## config.mk

```make
export PLATFORM = sky130hd
export DESIGN_NAME = cpp_char_escape_encoder_top
export DESIGN_NICKNAME = d
export VERILOG_FILES = /design/src/rtl/cce_pkg.sv /design/src/rtl/cpp_char_escape_encoder_top.sv
export SDC_FILE = /design/constraint.sdc
export NUM_CORES = 1
export LEC_CHECK = 0
export ABC_CLOCK_PERIOD_IN_PS = 6600
export BUFFER_PORTS_ARGS = -buffer_cell sky130_fd_sc_hd__buf_2
export CAP_MARGIN = 20
export CORE_MARGIN = 8
export CORE_UTILIZATION = 50
export CTS_BUF_LIST = sky130_fd_sc_hd__clkbuf_8
export DETAILED_ROUTE_END_ITERATION = 12
export GPL_TIMING_DRIVEN = 1
export PLACE_DENSITY = 0.68
export SLEW_MARGIN = 30
export SYNTH_ARGS = -nofsm -noshare
export SYNTH_HDL_FRONTEND = slang
export SYNTH_SLANG_ARGS = --single-unit
```

## constraint.sdc

```tcl
create_clock -name aclk -period 6.6 [get_ports aclk]
set_input_delay 0.33 -clock aclk [delete_from_list [all_inputs] [get_ports aclk]]
set_output_delay 0.33 -clock aclk [all_outputs]
set_load 0.1 [all_outputs]
```

## src/rtl/cce_pkg.sv

```systemverilog
// cce_pkg: constants and character helpers for the escape sequence encoder
// no dependencies; imported by cpp_char_escape_encoder_top
package cce_pkg;

    localparam int unsigned CP_W   = 21;
    localparam int unsigned CHAR_W = 7;
    localparam int unsigned LEN_W  = 4;
    localparam int unsigned POS_W  = 4;

    localparam logic [CHAR_W-1:0] CH_BACKSLASH = 7'h5C;
    localparam logic [CHAR_W-1:0] CH_QUOTE     = 7'h22;
    localparam logic [CHAR_W-1:0] CH_ZERO      = 7'h30;
    localparam logic [CHAR_W-1:0] CH_HEX_ALPHA = 7'h37;
    localparam logic [CHAR_W-1:0] CH_LOWER_U   = 7'h75;
    localparam logic [CHAR_W-1:0] CH_UPPER_U   = 7'h55;
    localparam logic [CHAR_W-1:0] CH_NONE      = 7'h00;

    localparam logic [LEN_W-1:0] LEN_SHORT = 4'd2;
    localparam logic [LEN_W-1:0] LEN_OCTAL = 4'd4;
    localparam logic [LEN_W-1:0] LEN_HEX4  = 4'd6;
    localparam logic [LEN_W-1:0] LEN_HEX8  = 4'd10;

    localparam logic [CP_W-1:0] CP_ASCII_END = 21'h00080;
    localparam logic [CP_W-1:0] CP_BMP_MAX   = 21'h0FFFF;

    // letter of the two-character form, zero when there is none
    function automatic logic [CHAR_W-1:0] short_char(input logic [CP_W-1:0] cp);
        logic [CHAR_W-1:0] ch;
        ch = CH_NONE;
        if (cp[CP_W-1:CHAR_W] == '0) begin
            unique case (cp[CHAR_W-1:0])
                7'h22:   ch = CH_QUOTE;
                7'h5C:   ch = CH_BACKSLASH;
                7'h07:   ch = 7'h61;
                7'h08:   ch = 7'h62;
                7'h0C:   ch = 7'h66;
                7'h0A:   ch = 7'h6E;
                7'h0D:   ch = 7'h72;
                7'h09:   ch = 7'h74;
                7'h0B:   ch = 7'h76;
                default: ch = CH_NONE;
            endcase
        end
        return ch;
    endfunction

    function automatic logic [LEN_W-1:0] run_len(input logic [CP_W-1:0] cp);
        logic [LEN_W-1:0] len;
        if (short_char(cp) != CH_NONE) begin
            len = LEN_SHORT;
        end else if (cp < CP_ASCII_END) begin
            len = LEN_OCTAL;
        end else if (cp <= CP_BMP_MAX) begin
            len = LEN_HEX4;
        end else begin
            len = LEN_HEX8;
        end
        return len;
    endfunction

    function automatic logic [CHAR_W-1:0] hex_char(input logic [3:0] d);
        logic [CHAR_W-1:0] ch;
        if (d < 4'd10) begin
            ch = CH_ZERO + {3'b000, d};
        end else begin
            ch = CH_HEX_ALPHA + {3'b000, d};
        end
        return ch;
    endfunction

    // character at position pos of the sequence for cp
    function automatic logic [CHAR_W-1:0] char_at(input logic [CP_W-1:0] cp,
                                                  input logic [POS_W-1:0] pos);
        logic [CHAR_W-1:0] sc;
        logic [LEN_W-1:0]  len;
        logic [31:0]       cp_wide;
        logic [POS_W-1:0]  nib_sel;
        logic [2:0]        oct_digit;
        logic [3:0]        nib;
        logic [CHAR_W-1:0] ch;
        sc       = short_char(cp);
        len      = run_len(cp);
        cp_wide  = {11'd0, cp};
        nib_sel  = (len == LEN_HEX8) ? (4'd9 - pos) : (4'd5 - pos);
        nib      = cp_wide[{nib_sel[2:0], 2'b00} +: 4];
        oct_digit = 3'd0;
        case (pos)
            4'd1:    oct_digit = {1'b0, cp[7:6]};
            4'd2:    oct_digit = cp[5:3];
            default: oct_digit = cp[2:0];
        endcase
        if (pos == '0) begin
            ch = CH_BACKSLASH;
        end else if (len == LEN_SHORT) begin
            ch = sc;
        end else if (len == LEN_OCTAL) begin
            ch = CH_ZERO + {4'd0, oct_digit};
        end else if (pos == 4'd1) begin
            ch = (len == LEN_HEX8) ? CH_UPPER_U : CH_LOWER_U;
        end else begin
            ch = hex_char(nib);
        end
        return ch;
    endfunction

endpackage

```

## src/rtl/cpp_char_escape_encoder_top.sv

```systemverilog
// cpp_char_escape_encoder_top: emits the escape sequence of one code point,
// one character per output transfer; depends on cce_pkg
// the code point is held in held_cp_reg, and each character is then registered in out_char_reg
// throughput: one character per cycle while m_ready is high, so each item takes 2, 4, 6 or 10
// characters (its run length); the next item is taken as the last character is loaded
// reset: synchronous active-low aresetn clears the run and output valid
module cpp_char_escape_encoder_top (
    input  logic                        aclk,
    input  logic                        aresetn,
    input  logic                        s_valid,
    output logic                        s_ready,
    input  logic [cce_pkg::CP_W-1:0]    s_code_point,
    output logic                        m_valid,
    input  logic                        m_ready,
    output logic [cce_pkg::CHAR_W-1:0]  m_out_char,
    output logic [cce_pkg::LEN_W-1:0]   m_run_length,
    output logic                        m_last_of_run
);
    import cce_pkg::*;

    logic [CP_W-1:0]   held_cp_reg, held_cp_next;
    logic [POS_W-1:0]  emit_pos_reg, emit_pos_next;
    logic              run_active_reg, run_active_next;
    logic              m_valid_reg, m_valid_next;
    logic [CHAR_W-1:0] out_char_reg, out_char_next;
    logic [LEN_W-1:0]  run_len_reg, run_len_next;
    logic              last_reg, last_next;

    logic [LEN_W-1:0]  cur_len;
    logic              advance;
    logic              is_last;
    logic              s_xfer;

    assign cur_len = run_len(held_cp_reg);
    assign advance = run_active_reg && (!m_valid_reg || m_ready);
    assign is_last = (emit_pos_reg + 4'd1) == cur_len;
    assign s_ready = !run_active_reg || (advance && is_last);
    assign s_xfer  = s_valid && s_ready;

    always_comb begin
        held_cp_next    = held_cp_reg;
        emit_pos_next   = emit_pos_reg;
        run_active_next = run_active_reg;
        m_valid_next    = m_valid_reg;
        out_char_next   = out_char_reg;
        run_len_next    = run_len_reg;
        last_next       = last_reg;
        if (m_ready) begin
            m_valid_next = 1'b0;
        end
        if (advance) begin
            m_valid_next  = 1'b1;
            out_char_next = char_at(held_cp_reg, emit_pos_reg);
            run_len_next  = cur_len;
            last_next     = is_last;
            emit_pos_next = emit_pos_reg + 4'd1;
            if (is_last) begin
                run_active_next = 1'b0;
            end
        end
        if (s_xfer) begin
            held_cp_next    = s_code_point;
            emit_pos_next   = '0;
            run_active_next = 1'b1;
        end
    end

    always_ff @(posedge aclk) begin
        if (!aresetn) begin
            held_cp_reg    <= '0;
            emit_pos_reg   <= '0;
            run_active_reg <= 1'b0;
            m_valid_reg    <= 1'b0;
        end else begin
            held_cp_reg    <= held_cp_next;
            emit_pos_reg   <= emit_pos_next;
            run_active_reg <= run_active_next;
            m_valid_reg    <= m_valid_next;
        end
    end

    always_ff @(posedge aclk) begin
        out_char_reg <= out_char_next;
        run_len_reg  <= run_len_next;
        last_reg     <= last_next;
    end

    assign m_valid       = m_valid_reg;
    assign m_out_char    = out_char_reg;
    assign m_run_length  = run_len_reg;
    assign m_last_of_run = last_reg;

    // a new run starts at the backslash
    a_run_start: assert property (@(posedge aclk) disable iff (!aresetn)
        s_xfer |=> run_active_reg && emit_pos_reg == '0)
        else $error("run did not start at position zero");

    // position stays inside the sequence while a run is active
    a_pos_range: assert property (@(posedge aclk) disable iff (!aresetn)
        run_active_reg |-> emit_pos_reg < cur_len)
        else $error("emit position beyond run length");

    // input is not taken while characters of the run remain
    a_no_overrun: assert property (@(posedge aclk) disable iff (!aresetn)
        (run_active_reg && !(advance && is_last)) |-> !s_ready)
        else $error("input ready in the middle of a run");

    // the first character of every run is a backslash
    a_lead_char: assert property (@(posedge aclk) disable iff (!aresetn)
        (advance && emit_pos_reg == '0) |=> m_out_char == CH_BACKSLASH)
        else $error("run did not lead with a backslash");

    // the last character is flagged, valid and carries a legal run length
    a_last_len: assert property (@(posedge aclk) disable iff (!aresetn)
        (advance && is_last) |=> m_last_of_run && m_valid &&
            (m_run_length == LEN_SHORT || m_run_length == LEN_OCTAL ||
             m_run_length == LEN_HEX4 || m_run_length == LEN_HEX8))
        else $error("last character with a bad run length");

endmodule

```

# == After elaboration in Yosys (flattened, before gate mapping) ==
# Cells that the tools add are included.
# totals
reg_bits,39
latchBits,0
ram_bits,0
rom_bits,0
memories,0
# op_classes
n_addsub,6
mul,0
div_mod_pow,0
order_cmp,3
eq_ne,15
shift,1
n_mux,21
bitwise_logic,1
n_reduce_logical,16
# ops
operator,count
$pmux 7 s9,1
$eq 7x4->1 const B,6
$mux 7,6
$shiftx 32x6->4,1
$le 21x16->1 const B,1
$lt 21x8->1 const B,1
$mux 4,5
$add 6x4->7 const A,2
$logic_not 14->1,1
$reduce_bool 7->1,2
$eq 4x2->1 const B,2
$add 6x3->7 const A,1
$eq 7x3->1 const B,1
$eq 7x6->1 const B,1
$eq 7x7->1 const B,1
$mux 3,2
$mux 6,1
$pmux 3 s2,1
$reduce_bool 2->1,3
$mux 1,5
$add 4x1->4 const B,1
$eq 4x1->1 const B,1
$eq 4x3->1 const B,1
$eq 4x4->1,1
11 further kinds,15

# == Depth between registers and ports, before layout ==
# Gate-level depths: netlist of run 1.
# depth
ltp_word,15
depth_mapped,11
mapped_depth_nobuf,9

# == Worst setup path before layout of run 1 ==
# No wires, ideal clock.
# synth_path
kind,reg-to-output
start,reg emit_pos_reg[0]
end,out s_ready
t_arrival_ns,3.251
setup_slack_ns,3.019
path_stages_with_launch,9
path_buffers,1
path_cell_list,dfxtp_1 > clkbuf_1 > inv_1 > ha_1 > nand2b_1 > nand2b_1 > o311ai_0 > o31ai_1 > nor2_1
# synth_via
elab_chain_cells,4
# synth_rtl
item,line,rtl
from (decl),cpp_char_escape_encoder_top.sv:22,"logic [POS_W-1:0] emit_pos_reg, emit_pos_next;"
from (signal assigned),cpp_char_escape_encoder_top.sv:76,emit_pos_reg <= emit_pos_next;
$add 4x1->4,cpp_char_escape_encoder_top.sv:36,assign is_last = (emit_pos_reg + 4'd1) == cur_len;
$eq 4x4->1,cpp_char_escape_encoder_top.sv:36,
$logic_and 1x1->1,cpp_char_escape_encoder_top.sv:37,assign s_ready = !run_active_reg || (advance && is_last);
$logic_or 1x1->1,cpp_char_escape_encoder_top.sv:37,
to (decl),cpp_char_escape_encoder_top.sv:11,"output logic s_ready,"
# No other way between the ends.

# == Final worst setup path of run 1 ==
# Ends and elaborated chain as after synthesis.

==> impl_results.md, run 1 <==
* Max IR drop VDD at 0.147 mV
* First-pass GRT wire length at 9600 um
* Hold Path Depth at 3
* Largest register FFs at 21
* Area grow syn2layout at 12.6%
* Syn Inst Count at 273
* DRT antenna net count at 0
* MaxCap Viol Count at 0
* Slew Viols, Final at 0
* Postcts setup bufs at 0
* Status: complete, no violations
* Worst r2r src: emit_pos_reg[0]$_SDFFE_PP0P_
* Synth Area in Compound Gates at 14.9%
* Hold-fix buffers at CTS at 0
* Post-Route WL at 5590 um
* Post-cts resize count at 0
* Async set or reset register ratio after synthesis at 0%
* Final TNS setup at 0 ps
* Fin. Hold Viols at 0
* Core area at 0.00469 mm2
* R2R depth at 9
* FILL cells at 416
* WL/cell at 15.7 um
* CP Max Fanout at 14
* H-tree levels at 2
* CTS tree: built
* Tmin final at 3610 ps
* Critical path startpoint category: register
* Tot GR Track Use at 16.0%
* Routability congestion estimate at 0.902
* Setup ws final at 2990 ps
* Synth Warn # at 0
* Post-synth EDFFs at 11
* Slew margin rel. at 49.2%
* Rows at 25
* Maximum clock rate at 277 MHz
* Clk Latency, worst-skew pair at 290 ps
* CP required at 6270 ps
* Initial antenna violation count at 0
* Final setup fails at 0
* Crit path capture type: output port
* Most used flip-flop cell after synthesis: dfxtp_1
* Remaining DRCs at 0
* Synth Register Bits at 38
* Cell Pwr Density at 275 mW/mm2
* Antenna diodes at 0
* Post-place setup slack at 3340 ps
* Adder-cell share of the synthesized area at 2.58%
* Clock root cell: clkbuf_8
* Flop-to-flop setup slack at 3260 ps
* Initial DRC count at 147
* I/O pins at 39
* Syn_nets at 303
* Largest family of logic cells by synthesized area: simple AND/OR/NAND/NOR gates
* Initial Util at 51.7%
* Library cells used by synthesis at 60
* Mux contribution to synthesized area at 13.4%
* HP Start: s_code_point[12]
* Clock Skew at 4.75 ps
* Layout cells sized above 1 at 19.1%
* DPL Wire Length at 4150 um
* Worst min-delay path class: in -> reg
* Syn avg cell area at 8.88 um2
* Nets@finish at 332
* PortBufs at 37
* Largest net degree at the start of global routing at 49
* Die ar. at 0.00733 mm2
* Number of global-route vias before repair at 2073
* WS Path Type: reg -> out
* Total gr overflow at 0
* RR Endpoint: held_cp_reg[14]$_SDFFE_PN0P_
* Cell area after synthesis at 0.00242 mm2
* Bufs on Longest Clock Path at 2
* Worst Hold Path EP: held_cp_reg[12]$_SDFFE_PN0P_
* Post-Synth XOR/XNOR Area at 4.54%
* Die Span Y at 85.6 um
* CTS sink count at 38
* Die width at 85.6 um
* Vias per std cell at 5.66
* Reg clk slew, reported paths at 80 ps
* Seq/Total Area, Yosys at 35.9%
* Total CTS buffers at 5
* Arr. time, crit path at 3280 ps
* Slew @ Worst Pin at 762 ps
* Period utilization at 54.7%
* RSZ-0062 raised after global routing: no
* Post-Synth Simple-Gate Area at 23.2%
* Leakage at 1.05 nW
* Via count at 2019
* DRT Pass-1 Iters at 4
[synthesized netlist by cell type, types with 2 or more instances]
cell type | count | share of area (%)
a32oi_1 | 3 | 1.1
nand2b_1 | 5 | 1.3
a22oi_1 | 2 | 0.62
mux2i_1 | 22 | 9.1
ha_1 | 5 | 2.6
or2_2 | 3 | 0.77
a32o_1 | 2 | 0.83
a31oi_1 | 2 | 0.52
nand4_1 | 2 | 0.52
nand3b_1 | 2 | 0.62
o22a_1 | 2 | 0.72
nand2_1 | 58 | 9.0
clkbuf_1 | 12 | 1.9
dfxtp_1 | 27 | 22
xnor2_1 | 9 | 3.3
nor3b_1 | 4 | 1.2
edfxtp_1 | 11 | 14
and3_1 | 3 | 0.77
and2_1 | 3 | 0.77
nor2_1 | 15 | 2.3
nand3_1 | 9 | 1.9
o21ai_0 | 8 | 1.7
mux4_2 | 3 | 2.8
buf_12 | 2 | 1.7
a21oi_1 | 11 | 2.3
a21o_1 | 2 | 0.62
inv_1 | 7 | 1.1
o211ai_1 | 2 | 0.62
nor3_1 | 6 | 1.2
[per-stage QoR]
stage / utilization [%] / hold slack, ps / instance area [um2] / power (mW) / cells
2_1_floorplan: - / 443 / 2420 / 0.471 / 273
3_3_place_gp: 55.1 / 462 / 2590 / 0.507 / 349
3_5_place_dp: 55.1 / 469 / 2590 / 0.510 / 349
4_1_cts: 58.2 / 270 / 2730 / 0.757 / 357
5_1_grt: 58.2 / 274 / 2730 / 0.790 / 357
6_report: 58.2 / 277 / 2730 / 0.751 / 357
[kinds of logic after synthesis]
kind of cell    after synthesis
compound gates               50
xor+xnor                     11
fa+ha+maj                     5
flops                        38
other cells                   1
buf+inv                      23
mux                          27
simple gates                118
[critical path: stages (launching register included)]
cell and delay [ps]:
dfxtp_1 660, inv_1 200, ha_1 400, nand2b_1 180, nand2b_1 170, o311ai_0 540
o31ai_1 270, nor2_1 130, buf_2 430
[area by class of cell]
| cell class | instances | area, um2 | area share, % |
|---|---|---|---|
| clock buffers | 6 | 82.6 | 3.02 |
| clock inverters | 2 | 60.1 | 2.20 |
| inverters | 7 | 26.3 | 0.962 |
| multi-input cells | 212 | 1430 | 52.4 |
| flip-flops and latches | 38 | 871 | 31.9 |
| well taps | 54 | 67.6 | 2.47 |
| repair buffers | 38 | 193 | 7.06 |
[placed cells by master (no fill, tap or decap), types with 3 or more instances in the layout]
| cell | netlist | final |
|---|---|---|
| nand2_1 | 58 | 58 |
| buf_2 | 0 | 37 |
| dfxtp_1 | 27 | 27 |
| mux2i_1 | 22 | 22 |
| nor2_1 | 15 | 15 |
| a21oi_1 | 11 | 11 |
| edfxtp_1 | 11 | 11 |
| nand3_1 | 9 | 9 |
| xnor2_1 | 9 | 9 |
| o21ai_0 | 8 | 8 |
| inv_1 | 7 | 7 |
| nor3_1 | 6 | 6 |
| clkbuf_8 | 0 | 6 |
| nand2b_1 | 5 | 5 |
| ha_1 | 5 | 5 |
| nor3b_1 | 4 | 4 |
| and2_1 | 3 | 3 |
| and3_1 | 3 | 3 |
| mux4_2 | 3 | 3 |
| or2_2 | 3 | 3 |
| a32oi_1 | 3 | 3 |
[per-layer routing]
metal  global-route usage, %  up-vias  routed length (um)
li1                        -     1031                   -
met1                    20.8      915                2680
met2                    24.9       67                2490
met3                    4.11        6                 356
met4                    5.73        0                  67
met5                       0        -                   0
[power by group]
group	switching [mW]	internal, mW	total [mW]
clock network	0.0839	0.161	0.245
logic	0.155	0.0666	0.222
registers	0.0212	0.263	0.284
total	0.260	0.491	0.751
[worst max-delay path by stage]
| stage | startpoint | to | slack [ps] | cells after the start |
|---|---|---|---|---|
| 5_1_grt | emit_pos_reg[0]$_SDFFE_PP0P_ | s_ready | 2820 | 8 |
| 4_1_cts | emit_pos_reg[0]$_SDFFE_PP0P_ | s_ready | 3040 | 8 |
| 3_3_place_gp | emit_pos_reg[0]$_SDFFE_PP0P_ | s_ready | 3400 | 8 |
| 3_5_place_dp | emit_pos_reg[0]$_SDFFE_PP0P_ | held_cp_reg[14]$_SDFFE_PN0P_ | 3340 | 9 |
| 6_report | emit_pos_reg[0]$_SDFFE_PP0P_ | s_ready | 2990 | 8 |
| 2_1_floorplan | emit_pos_reg[0]$_SDFFE_PP0P_ | s_ready | 3020 | 8 |
(Power assumes the default switching activity.)
==> run 2: changes to the inputs <==
--- a/config.mk
+++ b/config.mk
@@ -5,7 +5,7 @@
 export SDC_FILE = /design/constraint.sdc
 export NUM_CORES = 1
 export LEC_CHECK = 0
-export ABC_CLOCK_PERIOD_IN_PS = 6600
+export ABC_CLOCK_PERIOD_IN_PS = 3400
 export BUFFER_PORTS_ARGS = -buffer_cell sky130_fd_sc_hd__buf_2
 export CAP_MARGIN = 20
 export CORE_MARGIN = 8
==> constraint.sdc (replaced) <==
create_clock -name aclk -period 3.4 [get_ports aclk]
set_input_delay 0.17 -clock aclk [delete_from_list [all_inputs] [get_ports aclk]]
set_output_delay 0.17 -clock aclk [all_outputs]
set_load 0.1 [all_outputs]
==> run 2 against run 1 <==
  * Count of clock-buffer cells in the layout shrank 1
  * Clock power is 57% higher
  * Core utilization is 0.56 points higher
  * Critical path type unchanged
  * Largest power group unchanged
  * Highest routed layer unchanged
==> impl_results.md, run 2 (synthesis results as in run 1) <==
* Status: complete, no violations (unchanged)
* Area grow syn2layout at 13.7% (was 12.6%)
* Routability congestion estimate at 0.950 (was 0.902)
* Switch Pwr at 0.516 mW (was 0.260 mW)
* I/O pins at 39 (unchanged)
* WP buf/inv at 1 (was 2)
* Leakage at 1.07 nW (was 1.05 nW)
* Via count at 2072 (was 2019)
* FILL cells at 411 (was 416)
* Slew margin rel. at 50.6% (was 49.2%)
* Crit path launch: held_cp_reg[7]$_SDFFE_PN0P_ (was emit_pos_reg[0]$_SDFFE_PP0P_)
* CTS sink count at 38 (unchanged)
* Vias per std cell at 5.71 (was 5.66)
* PortBufs at 37 (unchanged)
* Initial Util at 51.7% (unchanged)
* Worst Hold Path EP: run_active_reg$_SDFFE_PN0P_ (was held_cp_reg[12]$_SDFFE_PN0P_)
* CP required at 3230 ps (was 6270 ps)
* Arr. time, crit path at 2930 ps (was 3280 ps)
* Bufs on Longest Clock Path at 2 (unchanged)
* Largest stage delay, worst path at 590 ps (was 660 ps)
* Number of global-route vias before repair at 1994 (was 2073)
* Most frequent cells in the layout: nand2_1 (58), buf_2 (37), dfxtp_1 (27) (unchanged)
* Slew @ Worst Pin at 741 ps (was 762 ps)
* MaxCap Viol Count at 0 (unchanged)
* Hold-fix buffers at CTS at 0 (unchanged)
* Initial DRC count at 153 (was 147)
* RSZ-0062 raised after global routing: no (unchanged)
* DRT Pass-1 Iters at 4 (unchanged)
* Tmin final at 3100 ps
* Tot GR Track Use at 16.6% (was 16.0%)
* Slowest cell on crit path: o41ai_1 (was dfxtp_1)
* Remaining DRCs at 0 (unchanged)
* Clock root cell: clkbuf_8 (unchanged)
* Critical path startpoint category: register (unchanged)
* Worst min-delay path class: in -> reg (unchanged)
* Largest net degree at the start of global routing at 49 (unchanged)
* H-tree levels at 2 (unchanged)
* R2R depth at 8 (was 9)
* Post-route insts no fill at 363 (was 357)
* Clk pwr share at 27.9% (was 32.6%)
* Max IR drop VDD at 0.260 mV (was 0.147 mV)
* Reg clk slew, reported paths at 80 ps (about the same)
* Nets@finish at 338 (was 332)
* Critical path's top delay family: simple AND/OR/NAND/NOR gates (was compound AO/OA/AOI/OAI gates)
* WS Path Type: reg -> out (unchanged)
* Crit path capture type: output port (unchanged)
* Power share of the combinational group at 33.2% (was 29.5%)
* Final setup fails at 0 (unchanged)
* RR Endpoint: held_cp_reg[10]$_SDFFE_PN0P_ (was held_cp_reg[14]$_SDFFE_PN0P_)
* Worst r2r src: held_cp_reg[7]$_SDFFE_PN0P_ (was emit_pos_reg[0]$_SDFFE_PP0P_)
* Fin. Hold Viols at 0 (unchanged)
* CTS tree: built (unchanged)
* Clk Latency, worst-skew pair at 290 ps (about the same)
* Die ar. at 0.00733 mm2 (unchanged)
* Flop-to-flop setup slack at 520 ps (was 3260 ps)
* Initial antenna violation count at 0 (unchanged)
* Slew Viols, Final at 0 (unchanged)
* Cell Pwr Density at 501 mW/mm2 (was 275 mW/mm2)
* Total gr overflow at 0 (unchanged)
* Post-cts resize count at 0 (unchanged)
* WL/cell at 15.8 um (was 15.7 um)
* Die width at 85.6 um (unchanged)
* Post-Route WL at 5750 um (was 5590 um)
* DRT antenna net count at 0 (unchanged)
* Maximum clock rate at 322 MHz
* Commonest non-fill, non-tap cell in the layout: nand2_1 (unchanged)
* Largest register FFs at 21 (unchanged)
* Period utilization at 91.3%
* Clock Skew at 4.14 ps (was 4.75 ps)
* Rows at 25 (unchanged)
* Antenna diodes at 0 (unchanged)
* Die Span Y at 85.6 um (unchanged)
* Hold Path Depth at 2 (was 3)
* Total CTS buffers at 5 (unchanged)
* DPL Wire Length at 4330 um (was 4150 um)
* Core area at 0.00469 mm2 (unchanged)
* Final TNS setup at 0 ps (unchanged)
* Pint at 0.865 mW (was 0.491 mW)
* HP Start: s_valid (was s_code_point[12])
* Placed Cells incl. Taps at 355 (was 349)
* CP Cell Sequence: nor4_1, and2_1, nand2_1, o41ai_1, o31ai_1, nor2_2, buf_2 (was inv_1, ha_1, nand2b_1, nand2b_1, o311ai_0, o31ai_1, nor2_1, buf_2)
* CP Max Fanout at 5 (was 14)
* Postcts setup bufs at 0 (unchanged)
* First-pass GRT wire length at 9830 um (was 9600 um)
* Power share of the sequential group at 38.9% (was 37.8%)
* Net Sw Frac at 37.3% (was 34.6%)
* Layout cells sized above 1 at 20.7% (was 19.1%)
==> run 2: changes by cell type in the layout (fill, tap and decap cells not counted), sizes merged <==
cell    previous run  this run
clkbuf             6         5
bufinv             2         1
buf               38        44
inv                7         9
==> run 2: area by class of cell <==
type / instances / area, um2 / share of cell area, %
clock buffers: 5 / 68.8 / 2.50
clock inverters: 3 / 40.0 / 1.45
inverters: 7 / 26.3 / 0.953
multi-input cells: 212 / 1430 / 52.0
flip-flops and latches: 38 / 871 / 31.6
well taps: 54 / 67.6 / 2.45
repair buffers: 44 / 250 / 9.08
==> run 2: power groups by stage <==
stage / clock (mW) / sequential, mW / combinational [mW]
2_1_floorplan: 0 / 0.657 / 0.259
3_3_place_gp: 0 / 0.548 / 0.452
3_5_place_dp: 0 / 0.548 / 0.456
4_1_cts: 0.395 / 0.537 / 0.457
5_1_grt: 0.415 / 0.542 / 0.493
6_report: 0.385 / 0.538 / 0.458
==> run 2: stage by stage <==
step	hold slack, ps	setup slack (ps)	cell area, um2	utilization (%)	total power [mW]
after global routing	102	161	2760	58.7	1.45
after detailed placement	410	573	2650	56.4	1.00
after floorplan	306	429	2430	-	0.915
after CTS	99.8	300	2760	58.7	1.39
after global placement	416	609	2650	56.4	1.00
final	101	296	2760	58.7	1.38
==> run 2: per-layer routing <==
| metal | up-vias | track usage (%) | routed length (um) |
|---|---|---|---|
| met5 | - | 0 | 0 |
| met4 | 0 | 7.17 | 119 |
| met3 | 12 | 5.25 | 395 |
| met2 | 72 | 25.7 | 2620 |
| met1 | 939 | 20.7 | 2610 |
| li1 | 1049 | - | - |
==> run 2: worst max-delay path by stage <==
stage	to	slack, ps	cells past startpoint
floorplan	s_ready	430	8
global placement	held_cp_reg[14]$_SDFFE_PN0P_	610	8
detailed placement	held_cp_reg[17]$_SDFFE_PN0P_	570	8
CTS	s_ready	300	7
global route	s_ready	160	7
finish	s_ready	300	7
==> run 3: changes to the inputs <==
--- a/config.mk
+++ b/config.mk
@@ -5,15 +5,15 @@
 export SDC_FILE = /design/constraint.sdc
 export NUM_CORES = 1
 export LEC_CHECK = 0
-export ABC_CLOCK_PERIOD_IN_PS = 3400
 export BUFFER_PORTS_ARGS = -buffer_cell sky130_fd_sc_hd__buf_2
 export CAP_MARGIN = 20
 export CORE_MARGIN = 8
 export CORE_UTILIZATION = 50
-export CTS_BUF_LIST = sky130_fd_sc_hd__clkbuf_8
+export CTS_BUF_LIST = sky130_fd_sc_hd__clkbuf_16
 export DETAILED_ROUTE_END_ITERATION = 12
 export GPL_TIMING_DRIVEN = 1
 export PLACE_DENSITY = 0.68
+export SETUP_SLACK_MARGIN = 0.15
 export SLEW_MARGIN = 30
 export SYNTH_ARGS = -nofsm -noshare
 export SYNTH_HDL_FRONTEND = slang
==> run 3 against run 2 <==
  * Non-clock buffer count did not move
  * Total power rose by 8.2%
  * Global-route usage barely moved
  * Clock power rose by 29%
==> impl_results.md, run 3 (synthesis results as in run 1) <==
* WS Path Type: reg -> out (unchanged)
* Remaining DRCs at 0 (unchanged)
* Slew Viols, Final at 0 (unchanged)
* I/O pins at 39 (unchanged)
* H-tree levels at 2 (unchanged)
* RSZ-0062 raised after global routing: no (unchanged)
* Flop-to-flop setup slack at 540 ps (was 520 ps)
* DRT antenna net count at 0 (unchanged)
* Bufs on Longest Clock Path at 2 (unchanged)
* Total Power at 1.49 mW (was 1.38 mW)
* Post-Route WL at 5770 um (was 5750 um)
* Post-cts resize count at 0 (unchanged)
* Tot GR Track Use at 16.6% (about the same)
* Period utilization at 90.6% (was 91.3%)
* Reg clk slew, reported paths at 60 ps (was 80 ps)
* Total gr overflow at 0 (unchanged)
* DPL Wire Length at 4330 um (unchanged)
* Arr. time, crit path at 2910 ps (was 2930 ps)
* Total CTS buffers at 5 (unchanged)
* CTS tree: built (unchanged)
* First-pass GRT wire length at 9760 um (was 9830 um)
* Rows at 25 (unchanged)
* Max IR drop VDD at 0.327 mV (was 0.260 mV)
* Post-place setup slack at 573 ps (unchanged)
* FILL cells at 401 (was 411)
* Hold Path Depth at 2 (unchanged)
* Initial Util at 51.7% (unchanged)
* Die ar. at 0.00733 mm2 (unchanged)
* Slew margin rel. at 50.3% (was 50.6%)
* Placed Cells incl. Taps at 355 (unchanged)
* MaxCap Viol Count at 0 (unchanged)
* Postcts setup bufs at 0 (unchanged)
* Area grow syn2layout at 15.8% (was 13.7%)
* Final TNS setup at 0 ps (unchanged)
* Tmin final at 3080 ps (was 3100 ps)
* Post-route insts no fill at 363 (unchanged)
* Setup ws final at 318 ps (was 296 ps)
* Status: complete, no violations (unchanged)
* Vias per std cell at 5.66 (was 5.71)
* CTS sink count at 38 (unchanged)
* PortBufs at 37 (unchanged)
* Final setup fails at 0 (unchanged)
* Core area at 0.00469 mm2 (unchanged)
* Leakage at 1.09 nW (was 1.07 nW)
* Die width at 85.6 um (unchanged)
* Worst min-delay path class: in -> reg (unchanged)
* CP Max Fanout at 5 (unchanged)
* Critical path startpoint category: register (unchanged)
* DRT Pass-1 Iters at 4 (unchanged)
* Antenna diodes at 0 (unchanged)
* Clock Skew at 6.06 ps (was 4.14 ps)
* CP required at 3230 ps (about the same)
* Most frequent cells in the layout: nand2_1 (58), buf_2 (37), dfxtp_1 (27) (unchanged)
* Cell Pwr Density at 532 mW/mm2 (was 501 mW/mm2)
* WL/cell at 15.9 um (was 15.8 um)
* Layout cells sized above 1 at 20.7% (unchanged)
* Number of global-route vias before repair at 1983 (was 1994)
* Initial antenna violation count at 0 (unchanged)
* Via count at 2056 (was 2072)
* Clk Latency, worst-skew pair at 280 ps (was 290 ps)
* Largest net degree at the start of global routing at 49 (unchanged)
* Maximum clock rate at 324 MHz (was 322 MHz)
* Initial DRC count at 147 (was 153)
* Clock root cell: clkbuf_16 (was clkbuf_8)
* Largest register FFs at 21 (unchanged)
* Routability congestion estimate at 0.950 (unchanged)
* Hold-fix buffers at CTS at 0 (unchanged)
* Crit path capture type: output port (unchanged)
* Die Span Y at 85.6 um (unchanged)
* Fin. Hold Viols at 0 (unchanged)
* Nets@finish at 338 (unchanged)
* Commonest non-fill, non-tap cell in the layout: nand2_1 (unchanged)
* Slew @ Worst Pin at 745 ps (was 741 ps)
* R2R depth at 8 (unchanged)
run 3: cell types whose count changed in the layout (fill, tap and decap cells not counted), sizes merged:
cell / delta
clkbuf: +1
bufinv: -1
run 3: where the power goes:
group	switching [mW]	internal (mW)	total [mW]
logic	0.320	0.138	0.458
clock network	0.183	0.314	0.497
registers	0.0279	0.511	0.539
run 3: critical path, stage by stage (launching register included):
cell	delay, ps
dfxtp_1	350
nor4_1	430
and2_1	270
nand2_1	160
o41ai_1	590
o31ai_1	270
nor2_2	120
buf_2	430
run 3: per-stage QoR:
stage          hold slack (ps)  util (%)  cell area, um2
2_1_floorplan              306         -            2430
3_3_place_gp               416      56.4            2650
5_1_grt                    129      59.8            2810
6_report                   120      59.8            2810
4_1_cts                    119      59.8            2810
3_5_place_dp               410      56.4            2650
run 3: final timing paths:
kind                                                    from                            to
worst max-delay path             held_cp_reg[7]$_SDFFE_PN0P_                       s_ready
worst min-delay path                                 s_valid   run_active_reg$_SDFFE_PN0P_
worst max register to register   held_cp_reg[7]$_SDFFE_PN0P_  held_cp_reg[17]$_SDFFE_PN0P_
worst min register to register  held_cp_reg[13]$_SDFFE_PN0P_  held_cp_reg[13]$_SDFFE_PN0P_
run 3: final cells by class:
| cell class | instances | area, um2 | share of cell area [%] |
|---|---|---|---|
| clock buffers | 6 | 150 | 5.35 |
| clock inverters | 2 | 10.0 | 0.357 |
| inverters | 7 | 26.3 | 0.936 |
| multi-input cells | 212 | 1430 | 51.0 |
| flip-flops and latches | 38 | 871 | 31.0 |
| well taps | 54 | 67.6 | 2.41 |
| repair buffers | 44 | 250 | 8.91 |
run 3: metal layers:
metal | track usage [%] | share of wire [%] | wire (um) | up-vias
met5 | 0 | 0 | 0 | -
met4 | 6.69 | 1.9 | 108 | 0
li1 | - | - | - | 1046
met3 | 5.16 | 8.1 | 468 | 13
met1 | 21.1 | 45 | 2580 | 920
met2 | 25.4 | 45 | 2610 | 77
